==> src/rtl/mpbp_pkg.sv <==
// Shared constants, types and widths of the map and position byte parser.
package mpbp_pkg;

    localparam int MAP_CELLS_DEF = 192;
    localparam int CNT_W         = 13;
    localparam int IDX_W         = 12;
    localparam int KIND_W        = 3;
    localparam int BYTE_W        = 8;
    localparam int MODE_W        = 2;
    localparam int VAL_W         = 16;
    localparam int RIDX_W        = 8;
    localparam int RID_W         = 4;
    localparam int CELL_W        = 3;
    localparam int TDATA_OUT_W   = 64;

    localparam logic [KIND_W-1:0] KIND_NONE   = 3'd0;
    localparam logic [KIND_W-1:0] KIND_MAP    = 3'd1;
    localparam logic [KIND_W-1:0] KIND_POS    = 3'd2;
    localparam logic [KIND_W-1:0] KIND_TARGET = 3'd3;
    localparam logic [KIND_W-1:0] KIND_BOX    = 3'd4;

    localparam logic [MODE_W-1:0] MODE_TARGET = 2'd1;
    localparam logic [MODE_W-1:0] MODE_BOX    = 2'd2;

    localparam logic [BYTE_W-1:0] CHAR_X    = 8'h58;
    localparam logic [BYTE_W-1:0] CHAR_Y    = 8'h59;
    localparam logic [BYTE_W-1:0] CHAR_A    = 8'h41;
    localparam logic [BYTE_W-1:0] CHAR_0    = 8'h30;
    localparam logic [BYTE_W-1:0] CHAR_9    = 8'h39;
    localparam logic [BYTE_W-1:0] CELL_MAX  = 8'd5;
    localparam logic [BYTE_W-1:0] ID_MAX    = 8'd9;
    localparam logic [VAL_W-1:0]  VAL_SAT   = 16'hFFFF;

    typedef enum logic [2:0] {
        PH_IDLE = 3'b001,
        PH_X    = 3'b010,
        PH_Y    = 3'b100
    } phase_t;

    typedef struct packed {
        logic [KIND_W-1:0] kind;
        logic [IDX_W-1:0]  map_index;
        logic [CELL_W-1:0] map_cell;
        logic              map_last;
        logic [VAL_W-1:0]  pos_x;
        logic [VAL_W-1:0]  pos_y;
        logic [RIDX_W-1:0] recog_index;
        logic [RID_W-1:0]  recog_id;
    } result_t;

    function automatic logic [VAL_W-1:0] dec_sat(input logic [VAL_W-1:0] acc,
                                                 input logic [BYTE_W-1:0] chr);
        logic [VAL_W+3:0] sum;
        logic [BYTE_W-1:0] dig;
        dig = chr - CHAR_0;
        sum = {1'b0, acc, 3'b000} + {3'b000, acc, 1'b0} + {{(VAL_W-4){1'b0}}, dig};
        dec_sat = (sum > {4'b0000, VAL_SAT}) ? VAL_SAT : sum[VAL_W-1:0];
    endfunction

endpackage

==> src/rtl/mpbp_decode.sv <==
// Parser state and the combinational decode of one byte into one result.
module mpbp_decode import mpbp_pkg::*; #(
    parameter int MAP_CELLS = MAP_CELLS_DEF
) (
    input  logic              aclk,
    input  logic              aresetn,
    input  logic              step,
    input  logic [BYTE_W-1:0] rx_byte,
    input  logic [MODE_W-1:0] mode,
    output result_t           res
);

    localparam logic [CNT_W-1:0] MAP_CELLS_C = CNT_W'(MAP_CELLS);

    logic [CNT_W-1:0]  cells_reg, cells_next;
    phase_t            phase_reg, phase_next;
    logic [VAL_W-1:0]  x_reg, x_next;
    logic [VAL_W-1:0]  y_reg, y_next;
    logic [RIDX_W-1:0] target_reg, target_next;
    logic [RIDX_W-1:0] box_reg, box_next;
    logic              is_digit;
    logic [CNT_W-1:0]  cells_inc;

    assign is_digit  = (rx_byte >= CHAR_0) && (rx_byte <= CHAR_9);
    assign cells_inc = cells_reg + CNT_W'(1);

    always_comb begin
        res         = '0;
        res.kind    = KIND_NONE;
        cells_next  = cells_reg;
        phase_next  = phase_reg;
        x_next      = x_reg;
        y_next      = y_reg;
        target_next = target_reg;
        box_next    = box_reg;
        if ((cells_reg < MAP_CELLS_C) && (rx_byte <= CELL_MAX)) begin
            res.kind      = KIND_MAP;
            res.map_index = cells_reg[IDX_W-1:0];
            res.map_cell  = rx_byte[CELL_W-1:0];
            res.map_last  = (cells_inc == MAP_CELLS_C);
            cells_next    = cells_inc;
        end else begin
            unique case (phase_reg)
                PH_IDLE: begin
                    if (rx_byte == CHAR_X) begin
                        phase_next = PH_X;
                        x_next     = '0;
                        y_next     = '0;
                    end else if (rx_byte <= ID_MAX) begin
                        if (mode == MODE_TARGET) begin
                            res.kind        = KIND_TARGET;
                            res.recog_index = target_reg;
                            res.recog_id    = rx_byte[RID_W-1:0];
                            target_next     = target_reg + RIDX_W'(1);
                        end else if (mode == MODE_BOX) begin
                            res.kind        = KIND_BOX;
                            res.recog_index = box_reg;
                            res.recog_id    = rx_byte[RID_W-1:0];
                            box_next        = box_reg + RIDX_W'(1);
                        end
                    end
                end
                PH_X: begin
                    if (is_digit) begin
                        x_next = dec_sat(x_reg, rx_byte);
                    end else if (rx_byte == CHAR_Y) begin
                        phase_next = PH_Y;
                    end else begin
                        phase_next = PH_IDLE;
                    end
                end
                PH_Y: begin
                    if (is_digit) begin
                        y_next = dec_sat(y_reg, rx_byte);
                    end else if (rx_byte == CHAR_A) begin
                        phase_next = PH_IDLE;
                        res.kind   = KIND_POS;
                        res.pos_x  = x_reg;
                        res.pos_y  = y_reg;
                    end else begin
                        phase_next = PH_IDLE;
                    end
                end
                default: begin
                    phase_next = PH_IDLE;
                end
            endcase
        end
    end

    always_ff @(posedge aclk) begin
        if (!aresetn) begin
            cells_reg  <= '0;
            phase_reg  <= PH_IDLE;
            x_reg      <= '0;
            y_reg      <= '0;
            target_reg <= '0;
            box_reg    <= '0;
        end else if (step) begin
            cells_reg  <= cells_next;
            phase_reg  <= phase_next;
            x_reg      <= x_next;
            y_reg      <= y_next;
            target_reg <= target_next;
            box_reg    <= box_next;
        end
    end

    a_cells_bound: assert property (@(posedge aclk) disable iff (!aresetn)
        cells_reg <= MAP_CELLS_C)
        else $error("map cell count ran past the map size");

    a_cells_move: assert property (@(posedge aclk) disable iff (!aresetn)
        step && res.kind == KIND_MAP |=> cells_reg == $past(cells_reg) + CNT_W'(1))
        else $error("map cell count did not advance with a map cell");

    a_cells_hold: assert property (@(posedge aclk) disable iff (!aresetn)
        step && res.kind != KIND_MAP |=> $stable(cells_reg))
        else $error("map cell count moved without a map cell");

endmodule

==> src/rtl/map_and_position_byte_parser_unit.sv <==
// Top level of the map and position byte parser: stream ports, mode register and pipeline.
//
// Each received word yields exactly one result word, including results of kind nothing.
// One word is accepted every clock cycle while s_tready is high; the result is presented
// once its word has passed the input register, the combinational decode and the result
// register. A stall on the result side stops the input side only once both registers are
// full. recognition_mode is written through cfg_we and cfg_wdata; the user must write it
// only while the block is idle, as the block itself does not enforce this.
module map_and_position_byte_parser_unit import mpbp_pkg::*; #(
    parameter int MAP_CELLS = MAP_CELLS_DEF
) (
    input  logic                   aclk,
    input  logic                   aresetn,
    input  logic                   s_tvalid,
    output logic                   s_tready,
    input  logic [BYTE_W-1:0]      s_tdata,   // rx_byte [7:0]
    output logic                   m_tvalid,
    input  logic                   m_tready,
    // map_index [11:0], map_cell [14:12], pos_x [30:15], pos_y [46:31],
    // recog_index [54:47], recog_id [58:55], zero fill [63:59]
    output logic [TDATA_OUT_W-1:0] m_tdata,
    output logic [KIND_W-1:0]      m_tuser,   // result_kind [2:0]
    output logic                   m_tlast,   // map_last
    input  logic                   cfg_we,
    input  logic [MODE_W-1:0]      cfg_wdata
);

    logic [MODE_W-1:0] mode_reg;
    logic              in_valid_reg, in_valid_next;
    logic [BYTE_W-1:0] in_byte_reg;
    logic              out_valid_reg, out_valid_next;
    result_t           out_reg;
    result_t           dec_res;
    logic              advance;

    assign advance        = in_valid_reg && (!out_valid_reg || m_tready);
    assign s_tready       = !in_valid_reg || advance;
    assign in_valid_next  = (s_tvalid && s_tready) || (in_valid_reg && !advance);
    assign out_valid_next = advance || (out_valid_reg && !m_tready);

    mpbp_decode #(
        .MAP_CELLS(MAP_CELLS)
    ) u_decode (
        .aclk    (aclk),
        .aresetn (aresetn),
        .step    (advance),
        .rx_byte (in_byte_reg),
        .mode    (mode_reg),
        .res     (dec_res)
    );

    always_ff @(posedge aclk) begin
        if (!aresetn) begin
            mode_reg      <= '0;
            in_valid_reg  <= 1'b0;
            out_valid_reg <= 1'b0;
        end else begin
            if (cfg_we) begin
                mode_reg <= cfg_wdata;
            end
            in_valid_reg  <= in_valid_next;
            out_valid_reg <= out_valid_next;
        end
    end

    always_ff @(posedge aclk) begin
        if (s_tvalid && s_tready) begin
            in_byte_reg <= s_tdata;
        end
        if (advance) begin
            out_reg <= dec_res;
        end
    end

    assign m_tvalid = out_valid_reg;
    assign m_tuser  = out_reg.kind;
    assign m_tlast  = out_reg.map_last;
    assign m_tdata  = {5'd0, out_reg.recog_id, out_reg.recog_index, out_reg.pos_y,
                       out_reg.pos_x, out_reg.map_cell, out_reg.map_index};

    a_stall_cause: assert property (@(posedge aclk) disable iff (!aresetn)
        !s_tready |-> in_valid_reg && out_valid_reg && !m_tready)
        else $error("input side stalled while the pipeline had room");

    a_advance_out: assert property (@(posedge aclk) disable iff (!aresetn)
        advance |=> m_tvalid)
        else $error("decoded word did not reach the result register");

    a_last_kind: assert property (@(posedge aclk) disable iff (!aresetn)
        m_tvalid && m_tlast |-> m_tuser == KIND_MAP)
        else $error("last marker on a word that is not a map cell");

endmodule
==> config.mk <==
export PLATFORM = sky130hd
export DESIGN_NAME = map_and_position_byte_parser_unit
export DESIGN_NICKNAME = d
export VERILOG_FILES = /design/src/rtl/mpbp_pkg.sv /design/src/rtl/mpbp_decode.sv /design/src/rtl/map_and_position_byte_parser_unit.sv
export SDC_FILE = /design/constraint.sdc
export NUM_CORES = 1
export LEC_CHECK = 0
export BUFFER_PORTS_ARGS = -buffer_cell sky130_fd_sc_hd__buf_2
export CAP_MARGIN = 20
export CORE_MARGIN = 1
export CORE_UTILIZATION = 45
export DETAILED_ROUTE_END_ITERATION = 10
export PLACE_DENSITY = 0.7
export SLEW_MARGIN = 20
export SYNTH_ARGS = -nofsm -noshare
export SYNTH_HDL_FRONTEND = slang
export SYNTH_HIERARCHICAL = 1
export SYNTH_SLANG_ARGS = --single-unit
==> constraint.sdc <==
create_clock -name aclk -period 5.7 [get_ports aclk]
set_clock_uncertainty 0.05 [all_clocks]
set_input_delay 1.425 -clock aclk [delete_from_list [all_inputs] [get_ports aclk]]
set_output_delay 1.425 -clock aclk [all_outputs]
set_load 0.01 [all_outputs]
==> summary.md, run 1 <==
| Metric | Value |
|---|---|
| Hold WS | `~0.42 ns` |
| DRC viols | `0` |
| IO Count | `85` |
| Leakage Power | `0.003752 uW` |
| N_diodes | `0` |
| Worst slew pin tran | `1.004 ns` |
| Postcts setup bufs | `0` |
| Status | `finished, final reports clean` |
| Crit start category | `register` |
| CTS Buf Count | `17` |
| Setup TNS | `0 ns` |
| Reg power frac | `0.475` |
| Critical path required time | `5.96 ns` |
| DR WL/cell | `15.89 um` |
| Commonest non-fill, non-tap cells in the layout | `buf_2 (79), edfxtp_1 (71), dfxtp_1 (68)` |
| Post-layout util | `0.5313` |
| Setup-failing EPs final | `0` |
| Slew headroom | `0.3309` |
| First-pass DRT Iterations | `5` |
| Clk buf depth | `2` |
| Max IR drop VDD | `0.2101 mV` |
| Die extent in x | `132.7 um` |
| Hold Path Class | `reg -> reg` |
| CP arrival | `4.37 ns` |
| Total grt overflow | `0` |
| RSZ-0062 raised after global routing | `no` |
| MaxCap Viol Count | `0` |
| DRT Wirelength | `16.26 mm` |
| Internal | `1782 uW` |
| Fin. Hold Viols | `0` |
| Number of DRC markers in iteration 0 | `367` |
| Clock latency on the worst-skew pair | `roughly 0.42 ns` |
| Fmax | `243.3 MHz` |
| Worst Min Path Start | `u_decode/cells_reg[12]` |
| Mapped Avg Cell Area | `10.76 sq um` |
| Port-buffer cells | `79` |
| Synth Register Bits | `139` |
| Combinational Power Share | `0.045` |
| Critical Path Source | `in_byte_reg[6]` |
| Setup crit end kind | `register` |
| DP HPWL | `about 12 mm` |
| Top post-synthesis cells by area | `edfxtp_1 (28%), dfxtp_1 (18%), ha_1 (9.9%)` |
| Sequential fraction of the synthesis area | `0.4546` |
| Root Buffer | `clkbuf_16` |
| Initial Utilization | `0.4617` |
| Period utilization | `0.7212` |
| Post-Synthesis Cell Area | `7684 sq um` |
| H-tree Lvls | `4` |
| Hold buffers post-CTS | `0` |
| # clock sinks | `139` |
| Switching part of the total | `0.2215` |
| DIE AREA | `about 18000 sq um` |
| Layout area overhead | `15.08%` |
| Post-synth EDFFs | `71` |
| Via density | `5.476` |
| Height of the die | `132.7 um` |
| Ratio of cells with drive above 1 in the final layout | `0.1619` |
| RR Startpoint | `in_byte_reg[6]` |
| Initial antenna violation count | `0` |
| P_sw | `506.9 uW` |
| Slew Limit Fails | `0` |
| Number of global-route vias before repair | `5041` |
| GP Congestion | `0.8852` |
| Core Rows | `47` |
| Global-route wire length before repair | `between 20 and 30 mm` |
| Most used DFF post-synth | `edfxtp_1` |
| PwrDens | `between 200 and 300 nW/um^2` |
| Post-cts sizing count | `0` |
| Async SR Flop Fraction | `0` |
| CTS tree | `yes` |
| Area share of the largest cell type after synthesis | `0.2775` |
| Crit Path Class | `reg -> reg` |
| CTS clk-pin slew, worst paths | `0.06 ns` |
| Via Count | `approximately 5600` |
| Largest net degree at the start of global routing | `56` |
| GRT Util Overall | `0.1848` |
| Final ANT Viol Nets | `0` |
| Synth warn | `6` |
| Mapped Cells | `714` |
| Layout Nets | `878` |
| Clock power share | `0.479` |
| Core ar. | `about 17000 sq um` |
| Critical path fanouts, max | `11` |
| Fin crit period | `between 4 and 5 ns` |
| Most common cell after layout, fill and taps aside | `buf_2` |
| Largest area contributor in the synthesized netlist | `edfxtp_1` |
| Max reg flops | `59` |
| Cell variety after synth | `69` |
## area by class of cell
cell class                      count  area [sq um]
Clock inverter                     13         141.4
Tap cell                          220         275.3
Timing Repair Buffer               83         425.4
Sequential cell                   139          3493
Inverter                           20         75.07
Clock buffer                       19         452.9
Multi-Input combinational cell    529          3979
Fill cell                        1458          7800
## synth_stat cells, drive strengths merged, types with 3 or more instances
| cell type | count |
|---|---|
| or3 | 3 |
| nand2b | 5 |
| ha | 61 |
| o31ai | 3 |
| nor4 | 3 |
| o211ai | 4 |
| a21oi | 34 |
| clkbuf | 17 |
| o21ai | 21 |
| and4 | 5 |
| nand2 | 54 |
| xnor2 | 25 |
| nor2 | 36 |
| a311oi | 8 |
| xor2 | 19 |
| and2 | 62 |
| buf | 16 |
| inv | 20 |
| a31oi | 6 |
| nor3 | 6 |
| nor4b | 4 |
| a221o | 21 |
| dfxtp | 68 |
| nand3 | 16 |
| nor3b | 3 |
| a21boi | 9 |
| nor2b | 22 |
| a21o | 4 |
| fa | 12 |
| nand4 | 7 |
| mux2i | 7 |
| nand3b | 3 |
| edfxtp | 71 |
| a22o | 11 |
| and3 | 12 |
| or2 | 4 |
## power by group through the flow
| stage | clock, uW | combinational [uW] | sequential (uW) |
|---|---|---|---|
| 6_report | 1100 | 103 | 1090 |
| 3_5_place_dp | 0 | 104 | 1110 |
| 5_1_grt | 1150 | 113 | 1090 |
| 4_1_cts | 1110 | 104 | 1090 |
| 2_1_floorplan | 0 | 58.5 | 1120 |
| 3_3_place_gp | 0 | 102 | 1110 |
## layer usage
layer,wire [um],share of wire,vias up,global-route usage
met5,0,0,-,0
met4,268,0.016,0,0.06705
met3,670,0.041,23,0.04789
met2,7534,0.46,145,0.2807
met1,7782,0.48,2667,0.2536
li1,-,-,2767,-
## worst paths after layout
| kind | endpoint | slack, ns | depth (start not counted) |
|---|---|---|---|
| setup / recovery | u_decode/x_reg[12] | 1.59 | 12 |
| hold / removal | u_decode/cells_reg[12] | 0.42 | 1 |
| setup reg to reg | u_decode/x_reg[12] | 1.59 | 12 |
| hold reg to reg | u_decode/cells_reg[12] | 0.42 | 1 |
## cell families (layout without fill, tap and decap cells)
logic type | after synthesis | count (layout) | synth area share
compound gates | 146 | 146 | 0.1381
xor+xnor | 44 | 44 | 0.05015
fa+ha+maj | 73 | 73 | 0.1306
buf+inv | 53 | 135 | 0.03322
flops | 139 | 139 | 0.4546
mux | 8 | 8 | 0.01058
other cells | 2 | 9 | 0.0009774
simple gates | 249 | 249 | 0.1817
## critical path: stages, from the launching register on
cell,delay (ns)
edfxtp_1,0.48
a21oi_1,0.19
xor2_1,0.30
fa_1,0.48
ha_1,0.40
a21oi_1,0.11
o21ai_0,0.31
nor2_1,0.15
o311ai_0,0.43
mux2i_1,0.24
o311a_1,0.48
nor2b_4,0.10
a221o_1,0.29
## through the flow
| stage | setup slack [ns] | total power, uW | cell area [sq um] | cells |
|---|---|---|---|---|
| final | 1.589 | 2289 | 8842 | 1023 |
| after floorplan | 0.9971 | 1176 | 7712 | 721 |
| after CTS | 1.600 | 2303 | 8838 | 1023 |
| after global routing | 1.354 | 2354 | 8842 | 1023 |
| after global placement | 1.567 | 1211 | 8244 | 991 |
| after detailed placement | 1.470 | 1213 | 8244 | 991 |
Power figures use the tool's default switching activity.
==> run 2: changes to the inputs <==
- PLACE_DENSITY: 0.7 -> 0.68
- clock period: 5.7 -> 4.1 ns (I/O delays scaled with it)
==> run 2 against run 1 <==
  * Sequential share of layout area fell by 0.49 points
  * Utilization is 0.67 points higher
  * Cell area is 1.3% higher
  * Sequential power grew 39%
  * Power rose by 42%
  * Worst hold slack got worse by 0.0038 ns
  * Clock power up 45%
  * Non-clock buffer count up 8
  * First-iteration DRC count decreased by 25%
  * Global-route usage rose by 0.82 points
  * Setup slack worse by 1.3 ns
  * Count of clock-buffer cells in the layout rose by 6
  * Critical path type unchanged
==> summary.md, run 2 (synthesis gave the netlist of run 1 again) <==
| Metric | Value |
|---|---|
| Max reg flops | `59 (unchanged)` |
| MaxCap Viol Count | `0 (unchanged)` |
| Clk buf depth | `2 (unchanged)` |
| N_diodes | `0 (unchanged)` |
| CTS Buf Count | `17 (unchanged)` |
| Initial Utilization | `0.4617 (unchanged)` |
| Max stage delay on crit path | `0.47 ns (about the same)` |
| Ratio of cells with drive above 1 in the final layout | `0.1702 (+0.008267)` |
| Fillers | `1459 (+0.069%)` |
| Hold buffers post-CTS | `0 (unchanged)` |
| Hold Path Class | `reg -> reg` |
| # clock sinks | `139 (unchanged)` |
| Status | `finished, final reports clean` |
| CP arrival | `4.10 ns (-0.27 ns)` |
| CTS clk-pin slew, worst paths | `0.06 ns (about the same)` |
| Largest net degree at the start of global routing | `60 (+7.1%)` |
| Commonest non-fill, non-tap cells in the layout | `buf_2 (79), edfxtp_1 (71), dfxtp_1 (68)` |
| Fin. Hold Viols | `0 (unchanged)` |
| Via Count | `5555 (-0.84%)` |
| Via density | `5.388 (-1.6%)` |
| H-tree Lvls | `4 (unchanged)` |
| RR Startpoint | `in_byte_reg[6]` |
| Reg power frac | `0.463 (-0.012)` |
| Post-Place Setup Slack | `0.2111 ns (-1.259 ns)` |
| Setup TNS | `0 ns (unchanged)` |
| Fin crit period | `3.840 ns (-0.2707 ns)` |
| DRC viols | `0 (unchanged)` |
| Setup-failing EPs final | `0 (unchanged)` |
| Multi-input logic area | `3983 sq um (about the same)` |
| Worst Min Path Start | `u_decode/cells_reg[12]` |
| Crit start category | `register` |
| Crit Path Class | `reg -> reg` |
| Critical path fanouts, max | `6 (-5)` |
| Slew Limit Fails | `0 (unchanged)` |
| Most common cell after layout, fill and taps aside | `buf_2` |
| Layout area overhead | `16.53%` |
| Switching part of the total | `0.2077 (-0.01381)` |
| GRT Util Overall | `0.1930 (+0.008233)` |
| Worst-path cell chain | `a21oi_1 -> xor2_1 -> fa_1 -> ha_1 -> and4_1 -> o311a_1 -> nor2_1 -> o311ai_0 -> mux2i_1 -> o311a_1 -> nor2b_4 -> a221o_1` |
| Core Rows | `47 (unchanged)` |
| DP HPWL | `12.29 mm (+5.8%)` |
| Clock latency on the worst-skew pair | `0.43 ns (about the same)` |
| Hold WS | `0.4191 ns (-0.003755 ns)` |
| Layout Nets | `886 (+0.91%)` |
| DIE AREA | `17600 sq um (unchanged)` |
| Post-layout util | `0.5380 (+0.006692)` |
| Internal | `2583 uW (+45%)` |
| Register area | `3493 sq um (unchanged)` |
| Die extent in x | `132.7 um (unchanged)` |
| Root Buffer | `clkbuf_16` |
| First-pass DRT Iterations | `5 (unchanged)` |
| PwrDens | `364.1 nW/um^2 (+41%)` |
| DRT Wirelength | `16.26 mm (unchanged)` |
| DR WL/cell | `15.77 um (-0.78%)` |
| Top cell by count, worst path | `o311a_1` |
| Combinational Power Share | `0.046 (about the same)` |
| Number of global-route vias before repair | `5467 (+8.5%)` |
| Critical path required time | `4.36 ns (-1.60 ns)` |
| P_sw | `676.9 uW (+34%)` |
| Critical Path Source | `in_byte_reg[6]` |
| IO Count | `85 (unchanged)` |
| CTS tree | `yes` |
| Number of DRC markers in iteration 0 | `277 (-25%)` |
| Max IR drop VDD | `0.2592 mV (+23%)` |
| Initial antenna violation count | `0 (unchanged)` |
| Clock power share | `0.490 (+0.011)` |
| Core ar. | `16640 sq um (unchanged)` |
| Leakage Power | `0.003832 uW (+2.1%)` |
| Height of the die | `132.7 um (unchanged)` |
| Final worst setup slack | `0.2598 ns (-1.329 ns)` |
| Slew headroom | `0.3274 (-0.003482)` |
| Global-route wire length before repair | `26.77 mm (+5.0%)` |
| Period utilization | `0.9366 (+0.2154)` |
| Port-buffer cells | `79 (unchanged)` |
| Slowest cell on crit path | `fa_1` |
| GP Congestion | `0.8842 (-0.11%)` |
| Worst slew pin tran | `1.009 ns (+0.005223 ns)` |
| Total grt overflow | `0 (unchanged)` |
| Fmax | `260.4 MHz (+7.0%)` |
| Setup crit end kind | `register` |
| RSZ-0062 raised after global routing | `no` |
| Final ANT Viol Nets | `0 (unchanged)` |
-- run 2: changes by cell type in the layout (fill, tap and decap cells not counted), sizes merged --
cell / before / now
clkinvlp: 4 / 1
clkbuf: 19 / 25
clkinv: 4 / 5
buf: 83 / 91
bufinv: 2 / 1
inv: 23 / 20
-- run 2: worst paths after layout --
path                                          endpoint  slack (ns)  cells after the start
worst max-delay path                 u_decode/x_reg[5]        0.26                     12
worst min-delay path            u_decode/cells_reg[12]        0.42                      1
worst max register to register       u_decode/x_reg[5]        0.26                     12
worst min register to register  u_decode/cells_reg[12]        0.42                      1
-- run 2: timing repair --
item                       4_1_cts  5_1_grt
gates resized for setup          0        2
setup endpoints to repair        0       13
setup buffers                    0        0
-- run 2: power by group through the flow --
stage	Combinational, uW	Sequential [uW]	Clock [uW]
3_5_place_dp	151	1540	0
4_1_cts	151	1510	1620
3_3_place_gp	147	1540	0
2_1_floorplan	81.8	1550	0
5_1_grt	166	1510	1680
6_report	151	1510	1600
-- run 2: critical path, delay by kind of cell (launching register included) --
family,cells,cell delay [ns]
simple gates,3,0.41
flops,1,0.45
mux,1,0.23
compound gates,5,1.44
fa+ha+maj,2,0.86
xor+xnor,1,0.29
-- run 2: through the flow --
step | cells | total power [uW] | area (sq um)
finish | 1031 | 3260 | 8954
global route | 1031 | 3356 | 8954
CTS | 1031 | 3287 | 8946
detailed placement | 999 | 1691 | 8304
global placement | 998 | 1687 | 8297
floorplan | 721 | 1635 | 7717
-- run 2: layout make-up --
class | count | area share
clock buffers | 25 | 0.06386
repair buffers | 91 | 0.05422
inverters | 20 | 0.008385
clock inverters | 7 | 0.007826
flip-flops and latches | 139 | 0.3902
well taps | 220 | 0.03074
multi-input cells | 529 | 0.4448
-- run 2: metal layers --
layer | vias up | global-route usage | routed length (um)
li1 | 2776 | - | -
met1 | 2659 | 0.2436 | 7556
met2 | 106 | 0.3295 | 8039
met3 | 14 | 0.04061 | 498
met4 | 0 | 0.06194 | 161
met5 | - | 0 | 0
==> run 3: changes to the inputs <==
- CORE_MARGIN: 1 -> default
- clock period: 4.1 -> 3.9 ns (I/O delays scaled with it)
==> run 3 against run 2 <==
  * Sequential power is 5% higher
  * Die area stayed put
  * Critical endpoint is now u_decode/x_reg[4]
  * Clock power is 13% higher
  * Largest power group unchanged
  * Cell area rose by 1.0%
  * Non-clock buffer count unchanged
  * Highest routed layer unchanged
  * Power grew 9.3%
  * Register-to-register slack got worse by 0.17 ns
  * Worst hold slack improved by 0.014 ns
==> summary.md, run 3 (synthesis gave the netlist of run 1 again) <==
| Metric | Value |
|---|---|
| Total grt overflow | `0 (unchanged)` |
| Max reg flops | `59 (unchanged)` |
| DIE AREA | `17600 sq um (unchanged)` |
| # clock sinks | `139 (unchanged)` |
| Internal | `2830 uW (+9.6%)` |
| Post-layout util | `0.5436 (+0.005638)` |
| Switching part of the total | `0.2057 (-0.001904)` |
| Reg power frac | `0.446 (-0.017)` |
| Root Buffer | `clkbuf_16` |
| Hold buffers post-CTS | `0 (unchanged)` |
| Largest net degree at the start of global routing | `76 (+27%)` |
| Clk buf depth | `2 (unchanged)` |
| Setup TNS | `0 ns (unchanged)` |
| Commonest non-fill, non-tap cells in the layout | `buf_2 (79), edfxtp_1 (71), dfxtp_1 (68)` |
| Slew headroom | `0.3656 (+0.03821)` |
| Fmax | `262.4 MHz (+0.77%)` |
| Via Count | `5658 (+1.9%)` |
| N_diodes | `0 (unchanged)` |
| Via density | `5.488 (+1.9%)` |
| GP Congestion | `0.9165 (+3.7%)` |
| CP arrival | `4.06 ns (-0.04 ns)` |
| Die extent in x | `132.7 um (unchanged)` |
| Initial antenna violation count | `0 (unchanged)` |
| Critical path fanouts, max | `11 (+5)` |
| PwrDens | `393.9 nW/um^2 (+8.2%)` |
| Leakage Power | `0.003848 uW (+0.42%)` |
| Max IR drop VDD | `0.2961 mV (+14%)` |
| Period utilization | `0.9771 (+0.04047)` |
| CTS clk-pin slew, worst paths | `0.06 ns (about the same)` |
| Clock latency on the worst-skew pair | `0.42 ns (about the same)` |
| Initial Utilization | `0.4617 (unchanged)` |
| Worst slew pin tran | `0.9516 ns (-0.05731 ns)` |
| Core ar. | `16640 sq um (unchanged)` |
| Final ANT Viol Nets | `0 (unchanged)` |
| Crit start category | `register` |
| Number of global-route vias before repair | `5560 (+1.7%)` |
| Fin crit period | `3.811 ns (-0.02950 ns)` |
| Ratio of cells with drive above 1 in the final layout | `0.1813 (+0.01110)` |
| Height of the die | `132.7 um (unchanged)` |
| Global-route wire length before repair | `27.34 mm (+2.1%)` |
| Hold Path Class | `reg -> reg` |
| Combinational Power Share | `0.047 (about the same)` |
| IO Count | `85 (unchanged)` |
| Port-buffer cells | `79 (unchanged)` |
| Clock power share | `0.507 (+0.017)` |
| H-tree Lvls | `4 (unchanged)` |
| DRT Wirelength | `16.71 mm (+2.8%)` |
| Crit Path Class | `reg -> reg` |
| Critical path required time | `4.15 ns (-0.21 ns)` |
| DRC viols | `0 (unchanged)` |
| Number of DRC markers in iteration 0 | `300 (+8.3%)` |
| DP HPWL | `12.27 mm (-0.13%)` |
| Setup crit end kind | `register` |
| RSZ-0062 raised after global routing | `no` |
| Layout Nets | `886 (unchanged)` |
| Most common cell after layout, fill and taps aside | `buf_2` |
| MaxCap Viol Count | `0 (unchanged)` |
| First-pass DRT Iterations | `5 (unchanged)` |
| Layout area overhead | `17.75%` |
| GRT Util Overall | `0.1947 (+0.001745)` |
| CTS tree | `yes` |
| DR WL/cell | `16.21 um (+2.8%)` |
| Core Rows | `47 (unchanged)` |
| Fin. Hold Viols | `0 (unchanged)` |
| CTS Buf Count | `17 (unchanged)` |
| P_sw | `733.2 uW (+8.3%)` |
| Final Instance Area | `9047 sq um (+1.0%)` |
| Setup-failing EPs final | `0 (unchanged)` |
| Post-DP Area | `8309 sq um (about the same)` |
| Status | `finished, final reports clean` |
| Slew Limit Fails | `0 (unchanged)` |
run 3: cell type report:
class                   instances  area (sq um)
multi-input cells             529          4031
well taps                     220         275.3
fillers                      1424          7595
clock inverters                13         210.2
repair buffers                 91         498.0
inverters                      20         75.07
clock buffers                  19         464.2
flip-flops and latches        139          3493
run 3: metal layers:
metal / part of all wire / routed length, um / vias up / global-route usage
met4: 0.018 / 294 / 0 / 0.07854
met3: 0.034 / 573 / 28 / 0.03946
met1: 0.46 / 7615 / 2725 / 0.2451
met5: 0 / 0 / - / 0
met2: 0.49 / 8229 / 132 / 0.3272
li1: - / - / 2773 / -
run 3: worst paths after layout:
path              slack (ns)                     to             startpoint  cells after the start
setup reg to reg        0.09      u_decode/x_reg[4]         in_byte_reg[4]                     13
setup / recovery        0.09      u_decode/x_reg[4]         in_byte_reg[4]                     13
hold / removal          0.43  u_decode/cells_reg[8]  u_decode/cells_reg[8]                      1
hold reg to reg         0.43  u_decode/cells_reg[8]  u_decode/cells_reg[8]                      1
run 3: what timing repair did:
action,in CTS,in global routing
buffers inserted,0,1
endpoints found under the setup margin,5,26
pin swaps,0,2
gates cloned,0,0
resized for setup,1,11
run 3: power by group through the flow:
stage	clock [uW]	sequential [uW]	combinational [uW]
after floorplan	0	1630	86.0
after global placement	0	1620	156
after detailed placement	0	1620	160
after CTS	1830	1590	161
after global routing	1890	1590	182
final	1810	1590	167
run 3: critical path, cell delays in order, from the launching register on:
cell      delay, ns
edfxtp_1       0.47
ha_2           0.28
xnor2_2        0.20
fa_1           0.49
ha_4           0.32
o211ai_1       0.11
o211ai_1       0.25
nand2_1        0.16
o2111a_1       0.29
nor4_1         0.33
o311a_1        0.22
buf_4          0.18
nor2b_4        0.07
a221o_1        0.27
run 3: per-stage QoR:
stage	std cells	setup slack (ns)	hold WS, ns	power (uW)
final	1031	0.08928	0.4327	3564
after floorplan	721	0.2959	0.3817	1718
after detailed placement	998	0.01849	0.4075	1780
after CTS	1030	0.01293	0.4254	3583
after global placement	998	0.1154	0.3962	1775
after global routing	1031	0.003499	0.4451	3666
